## src/rtl/skpi_pkg.sv

```systemverilog
// ----------------------------------------------------------------------------
// skpi_pkg: types and codes for the sorted key position index unit
// Command and result layouts, opcodes, status codes and sequencer states.
// ----------------------------------------------------------------------------
package skpi_pkg;

  localparam int unsigned PosBits   = 16;
  localparam int unsigned KeyInBits = 16;
  localparam int unsigned CountBits = 5;

  typedef enum logic [1:0] {
    OP_INSERT = 2'd0,
    OP_LOOKUP = 2'd1,
    OP_REMOVE = 2'd2,
    OP_CLEAR  = 2'd3
  } op_e;

  typedef enum logic [1:0] {
    ST_DONE      = 2'd0,
    ST_FULL      = 2'd1,
    ST_NOT_FOUND = 2'd2
  } status_e;

  typedef enum logic [2:0] {
    SQ_IDLE,
    SQ_INS_SCAN,
    SQ_INS_WRITE,
    SQ_FIND,
    SQ_REM_SHIFT
  } seq_state_e;

  typedef struct packed {
    op_e                  opcode;
    logic [KeyInBits-1:0] key;
    logic [PosBits-1:0]   position;
  } cmd_t;

  typedef struct packed {
    logic                 found;
    logic [PosBits-1:0]   position_out;
    status_e              status;
    logic [CountBits-1:0] entry_count;
  } result_t;

endpackage

```

## src/rtl/sorted_key_position_index_unit.sv

```systemverilog
// ----------------------------------------------------------------------------
// sorted_key_position_index_unit: bounded sorted key/position table
// Holds up to CAPACITY key/position pairs in ascending key order in one
// memory, and serves insert, lookup, remove and clear one command at a time.
// ----------------------------------------------------------------------------
//
//  channel  dir  handshake        payload
//  command  in   start & !busy    cmd_i    (opcode, key, position)
//  result   out  done_o, 1 cycle  result_o (found, position_out, status, entry_count)
//
//  One read port and one entry visited per cycle, so the time from start transfer
//  to done_o grows with the N entries held for insert, lookup and remove; clear
//  does not walk the table. busy is high while the sequencer walks the table; a
//  new command can be taken in the cycle done_o is high.
//  Reset clears the entry count and the sequencer; memory contents are kept,
//  since only entries below the count are ever read. The receiver cannot stall.
//
module sorted_key_position_index_unit #(
  parameter int unsigned CAPACITY = 16,
  parameter int unsigned KEY_BITS = 16
) (
  input  logic              clk_i,
  input  logic              rst_ni,
  input  logic              start,
  output logic              busy,
  input  skpi_pkg::cmd_t    cmd_i,
  output logic              done_o,
  output skpi_pkg::result_t result_o
);

  import skpi_pkg::*;

  localparam int unsigned IdxBits   = $clog2(CAPACITY);
  localparam int unsigned CntBits   = $clog2(CAPACITY + 1);
  localparam int unsigned EntryBits = KEY_BITS + PosBits;

  // Table memory: key in the upper bits, position in the lower bits.
  logic [EntryBits-1:0] mem_q [CAPACITY];
  logic [EntryBits-1:0] rd_data_q;
  logic                 mem_we;
  logic [IdxBits-1:0]   mem_wa;
  logic [EntryBits-1:0] mem_wd;
  logic [IdxBits-1:0]   rd_addr;

  seq_state_e           state_q, state_d;
  logic [CntBits-1:0]   fill_q, fill_d;
  logic [IdxBits-1:0]   idx_q, idx_d;
  logic [IdxBits-1:0]   at_q, at_d;
  logic                 done_q, done_d;
  result_t              res_q, res_d;

  // Latched command
  op_e                  op_q;
  logic [KEY_BITS-1:0]  key_q;
  logic [PosBits-1:0]   pos_q;

  logic                 accept;
  logic [KEY_BITS-1:0]  key_in;
  logic [KEY_BITS-1:0]  rd_key;
  logic [PosBits-1:0]   rd_pos;
  logic                 is_last;
  logic                 shift_up;

  assign accept = start && !busy;
  // Key is taken modulo 2^KEY_BITS (zero-extended when wider than the field).
  assign key_in = KEY_BITS'(cmd_i.key);
  assign rd_key = rd_data_q[EntryBits-1:PosBits];
  assign rd_pos = rd_data_q[PosBits-1:0];

  // Entry idx_q is the last one held.
  assign is_last = (CntBits'(idx_q) + CntBits'(1)) == fill_q;

  // Downward insert scan: entries at or above the slot move up one place.
  // The head only moves for a strictly greater key, so an equal head key
  // keeps its place and the new pair lands right after it.
  assign shift_up = (idx_q == '0) ? (rd_key > key_q) : (rd_key >= key_q);

  always_ff @(posedge clk_i) begin
    if (mem_we) begin
      mem_q[mem_wa] <= mem_wd;
    end
    rd_data_q <= mem_q[rd_addr];
  end

  always_ff @(posedge clk_i) begin
    if (accept) begin
      op_q  <= cmd_i.opcode;
      key_q <= key_in;
      pos_q <= cmd_i.position;
    end
    idx_q <= idx_d;
    at_q  <= at_d;
    res_q <= res_d;
  end

  always_ff @(posedge clk_i or negedge rst_ni) begin
    if (!rst_ni) begin
      state_q <= SQ_IDLE;
      fill_q  <= '0;
      done_q  <= 1'b0;
    end else begin
      state_q <= state_d;
      fill_q  <= fill_d;
      done_q  <= done_d;
    end
  end

  always_comb begin
    state_d = state_q;
    fill_d  = fill_q;
    idx_d   = idx_q;
    at_d    = at_q;
    done_d  = 1'b0;
    res_d   = res_q;
    mem_we  = 1'b0;
    mem_wa  = idx_q;
    mem_wd  = rd_data_q;
    rd_addr = idx_q;

    case (state_q)
      SQ_IDLE: begin
        if (accept) begin
          res_d.found        = 1'b0;
          res_d.position_out = '0;
          res_d.status       = ST_DONE;
          res_d.entry_count  = CountBits'(fill_q);
          case (cmd_i.opcode)
            OP_INSERT: begin
              if (fill_q == CntBits'(CAPACITY)) begin
                res_d.status = ST_FULL;
                done_d       = 1'b1;
              end else if (fill_q == '0) begin
                at_d    = '0;
                state_d = SQ_INS_WRITE;
              end else begin
                rd_addr = IdxBits'(fill_q - CntBits'(1));
                idx_d   = rd_addr;
                state_d = SQ_INS_SCAN;
              end
            end
            OP_LOOKUP, OP_REMOVE: begin
              if (fill_q == '0) begin
                res_d.status = ST_NOT_FOUND;
                done_d       = 1'b1;
              end else begin
                rd_addr = '0;
                idx_d   = '0;
                state_d = SQ_FIND;
              end
            end
            default: begin
              // clear
              fill_d            = '0;
              res_d.entry_count = '0;
              done_d            = 1'b1;
            end
          endcase
        end
      end

      SQ_INS_SCAN: begin
        if (shift_up) begin
          mem_we = 1'b1;
          mem_wa = idx_q + IdxBits'(1);
          mem_wd = rd_data_q;
          if (idx_q == '0) begin
            at_d    = '0;
            state_d = SQ_INS_WRITE;
          end else begin
            rd_addr = idx_q - IdxBits'(1);
            idx_d   = rd_addr;
          end
        end else begin
          at_d    = idx_q + IdxBits'(1);
          state_d = SQ_INS_WRITE;
        end
      end

      SQ_INS_WRITE: begin
        mem_we            = 1'b1;
        mem_wa            = at_q;
        mem_wd            = {key_q, pos_q};
        fill_d            = fill_q + CntBits'(1);
        res_d.entry_count = CountBits'(fill_d);
        done_d            = 1'b1;
        state_d           = SQ_IDLE;
      end

      SQ_FIND: begin
        if (rd_key == key_q) begin
          res_d.found = 1'b1;
          if (op_q == OP_LOOKUP) begin
            res_d.position_out = rd_pos;
            done_d             = 1'b1;
            state_d            = SQ_IDLE;
          end else if (is_last) begin
            fill_d            = fill_q - CntBits'(1);
            res_d.entry_count = CountBits'(fill_d);
            done_d            = 1'b1;
            state_d           = SQ_IDLE;
          end else begin
            rd_addr = idx_q + IdxBits'(1);
            idx_d   = rd_addr;
            state_d = SQ_REM_SHIFT;
          end
        end else if (is_last) begin
          res_d.status = ST_NOT_FOUND;
          done_d       = 1'b1;
          state_d      = SQ_IDLE;
        end else begin
          rd_addr = idx_q + IdxBits'(1);
          idx_d   = rd_addr;
        end
      end

      SQ_REM_SHIFT: begin
        // close the gap: entry idx_q moves down one place
        mem_we = 1'b1;
        mem_wa = idx_q - IdxBits'(1);
        mem_wd = rd_data_q;
        if (is_last) begin
          fill_d            = fill_q - CntBits'(1);
          res_d.entry_count = CountBits'(fill_d);
          done_d            = 1'b1;
          state_d           = SQ_IDLE;
        end else begin
          rd_addr = idx_q + IdxBits'(1);
          idx_d   = rd_addr;
        end
      end

      default: begin
        state_d = SQ_IDLE;
      end
    endcase
  end

  assign busy     = (state_q != SQ_IDLE);
  assign done_o   = done_q;
  assign result_o = res_q;

endmodule

```

## config.mk

```make
export PLATFORM = sky130hd
export DESIGN_NAME = sorted_key_position_index_unit
export DESIGN_NICKNAME = d
export VERILOG_FILES = /design/src/rtl/skpi_pkg.sv /design/src/rtl/sorted_key_position_index_unit.sv
export SDC_FILE = /design/constraint.sdc
export NUM_CORES = 1
export LEC_CHECK = 0
export BUFFER_PORTS_ARGS = -buffer_cell sky130_fd_sc_hd__buf_2
export CAP_MARGIN = 5
export CORE_ASPECT_RATIO = 1.2
export CORE_UTILIZATION = 55
export DETAILED_ROUTE_END_ITERATION = 8
export GPL_TIMING_DRIVEN = 0
export HOLD_SLACK_MARGIN = 0.12
export PLACE_DENSITY_LB_ADDON = 0.08
export SYNTH_ARGS = -nofsm -noshare
export SYNTH_HDL_FRONTEND = slang
export SYNTH_SLANG_ARGS = --single-unit
export TNS_END_PERCENT = 100
```

## constraint.sdc

```tcl
create_clock -name clk_i -period 4.4 [get_ports clk_i]
set_input_delay 0.66 -clock clk_i [delete_from_list [all_inputs] [get_ports clk_i]]
set_output_delay 0.66 -clock clk_i [all_outputs]
set_load 0.1 [all_outputs]
```

==> flow_summary.toml <==
[worst_hold_path]
hold_start = "cmd_i[3]"
min_path_type = "in -> reg"

[synthesis]
yosys_warnings = 0
synth-edff-count = 574
synth-main-ff-cell = "edfxtp_1"
synth_cell_types = 73
synthesis.nets = 1836
netlist_instances = 1776
syn_area_um2 = 25020
async_flop_share = 0.01454
synth-seq-cells = 619
syn-mean-instance-area_um2 = 14.09
seq_area_frac_synth = 0.7267

[cells_and_area]
utilization = 0.6444
diodes = 0
stdcell_area_um2 = 28920
area_delta_synth_final_pct = 15.60
fin_nets = 2008
fill_cells = 3297
seqCellArea_um2 = 18180
drive_above_1_share = 0.1522
multiInputGateArea_um2 = 6314

[die]
rows = 85
coreArea_um2 = 44880
start_util = 0.5575
die_area_um2 = 46350
die_width_um = 196.7
die_y_um = 235.6
ios = 63

[place]
place_area_um2 = 26630
place.gp.congestion = 0.8947
hpwlAfterDp_um = 43280
io_buffer_count = 62
place_ws_ns = -0.4539

[global_route]
grt_pass1_wl_um = 99820
grt_pass1_vias = 15980
overflow = 0
antenna_found_initial = 0
grt_max_degree = 38
grt.total_usage = 0.2963

[setup_path]
critical_path_arrival_ns = 4.62
crit_type = "reg -> reg"
start_kind = "flip-flop"
reg2reg_slack_ns = 0.11
path_buf_inv = 2
cp.required_ns = 4.72
reg2regPathDepth = 11
crit_path_cell_trace = "inv_1, ha_1, nand4_2, or4_4, and2_4, a211oi_2, a31oi_1, o21ai_0, nand2b_1, nor2_4, buf_12"
endpoint = "mem_q[6][14]$_DFFE_PP_"
cp-end-kind = "flip-flop"
path_max_fanout = 20
path_depth = 11
slowest_stage = "or4_4"
cpPeakStageDelay_ns = 0.69
cp_top_family = "simple AND/OR/NAND/NOR gates"
regToRegEndpoint = "mem_q[6][14]$_DFFE_PP_"
r2r_start = "key_q[15]$_DFFE_PP_"
crit_path_start = "key_q[15]$_DFFE_PP_"

[clock_tree]
clock_path_buffers = 3
numCtsBuffers = 59
clkTransAtPathRegs_ns = 0.06
cts_max_level = 2
cts-root-buf = "clkbuf_16"
clock-sinks = 619
cts_tree = "done"
clock_latency_ns = 0.64

[sta]
period_minus_slack_ns = 4.295
max_freq_mhz = 232.8
fin_skew_ns = 0.02495
hold_ws_ns = 0.1959
hold_viol_final = 0
min_period_over_period = 0.9761
slew_viol_final = 0
worst_slack_ns = 0.1053
setup_viol = 0
slew_headroom = 0.2111
tightest_slew_ns = 1.183

[detailed_routing]
first_iter_violations = 1473
drc = 0
routed_wirelength_um = 67580
firstDrtPassIters = 6
vias = 16160
antenna_left = 0
drt-vias-per-instance = 6.199
wire_per_inst_um = 25.92

[run_status]
outcome = "finished clean"

[flow_run]
max_cap_violations = 0
-- worst min-delay path by stage --
stage,end,cells past startpoint
2_1_floorplan,done_o$_DFF_PN0_,0
3_3_place_gp,result_o[13]$_SDFFCE_PN0P_,1
3_5_place_dp,result_o[8]$_SDFFCE_PN0P_,1
4_1_cts,pos_q[3]$_DFFE_PP_,1
5_1_grt,pos_q[11]$_DFFE_PP_,1
6_report,pos_q[3]$_DFFE_PP_,1
-- Yosys cell counts, types with 23 or more instances --
| master | instances | area (um2) |
|---|---|---|
| a21oi_1 | 190 | 950.9 |
| a221o_1 | 66 | 660.6 |
| a221oi_1 | 34 | 297.8 |
| a31oi_1 | 37 | 231.5 |
| buf_2 | 32 | 160.2 |
| clkbuf_1 | 58 | 217.7 |
| dfxtp_1 | 36 | 720.7 |
| edfxtp_1 | 574 | 17240 |
| ha_1 | 23 | 287.8 |
| inv_1 | 31 | 116.4 |
| mux2i_1 | 96 | 960.9 |
| nand2_1 | 308 | 1156 |
| nand3_1 | 35 | 175.2 |
| nor2_1 | 54 | 202.7 |
| o21ai_0 | 31 | 155.2 |
-- worst register-to-register path, delay by kind of cell (launching register included) --
family                   cells  cell delay (ns)
buffers and inverters        2             0.31
flip-flops                   1             0.34
AO/OA/AOI/OAI                3             1.12
AND/OR/NAND/NOR              5             1.85
adder cells (fa/ha/maj)      1             0.34
-- per-layer routing --
layer | track usage | vias to the layer above | part of all wire
li1 | - | 7100 | -
met5 | 0 | - | 0
met4 | 0.1454 | 0 | 0.044
met3 | 0.04413 | 170 | 0.077
met2 | 0.4867 | 802 | 0.49
met1 | 0.3873 | 8088 | 0.39
-- cell type report --
type / instances / share of cell area
Buffer: 111 / 0.01895
Timing Repair Buffer: 111 / 0.03660
Inverter: 36 / 0.004975
Sequential cell: 619 / 0.6287
Clock buffer: 73 / 0.05390
Tap cell: 609 / 0.02635
Multi-Input combinational cell: 1010 / 0.2183
Clock inverter: 38 / 0.01224
-- placed cells by master, fill, tap and decap left out, types with 26 or more instances in the layout --
| cell type | instances |
|---|---|
| a21oi_1 | 190 |
| a221o_1 | 66 |
| a221oi_1 | 34 |
| a31oi_1 | 37 |
| buf_2 | 99 |
| buf_4 | 26 |
| clkbuf_1 | 59 |
| clkbuf_16 | 59 |
| dfxtp_1 | 36 |
| edfxtp_1 | 574 |
| inv_1 | 31 |
| mux2i_1 | 96 |
| nand2_1 | 308 |
| nand3_1 | 34 |
| nor2_1 | 36 |
-- kinds of logic (layout without fill, tap and decap cells) --
logic type | after synthesis | after routing | synth area share
buf+inv | 147 | 369 | 0.02706
fa+ha+maj | 23 | 23 | 0.01150
compound gates | 413 | 413 | 0.1101
mux | 100 | 100 | 0.04021
simple gates | 465 | 465 | 0.08067
flops | 619 | 619 | 0.7267
xor+xnor | 9 | 9 | 0.003701
-- state kept, by name, summed over array words and instances, names as in the netlist, 3 cells and up --
name / count
mem_q: 512
state_q: 3
idx_q: 4
result_o: 24
at_q: 4
key_q: 16
pos_q: 16
fill_q: 5
rd_data_q: 32
-- metrics by stage --
step	std cells	setup TNS, ns
3_5_place_dp	2472	-56.71
4_1_cts	2599	0
5_1_grt	2607	-0.001561
6_report	2607	0
2_1_floorplan	1776	0
3_3_place_gp	2447	-1056.70
-- repair_timing --
action	in CTS	in global routing
setup buffers	15	7
resized for setup	2	27
hold buffers	1	0
endpoints found under the hold margin	9	0
pin swaps	16	4
endpoints found under the setup margin	377	533
Power is not shown: default switching activity piles up to over one toggle a cycle in this logic, so the estimate is an artifact.
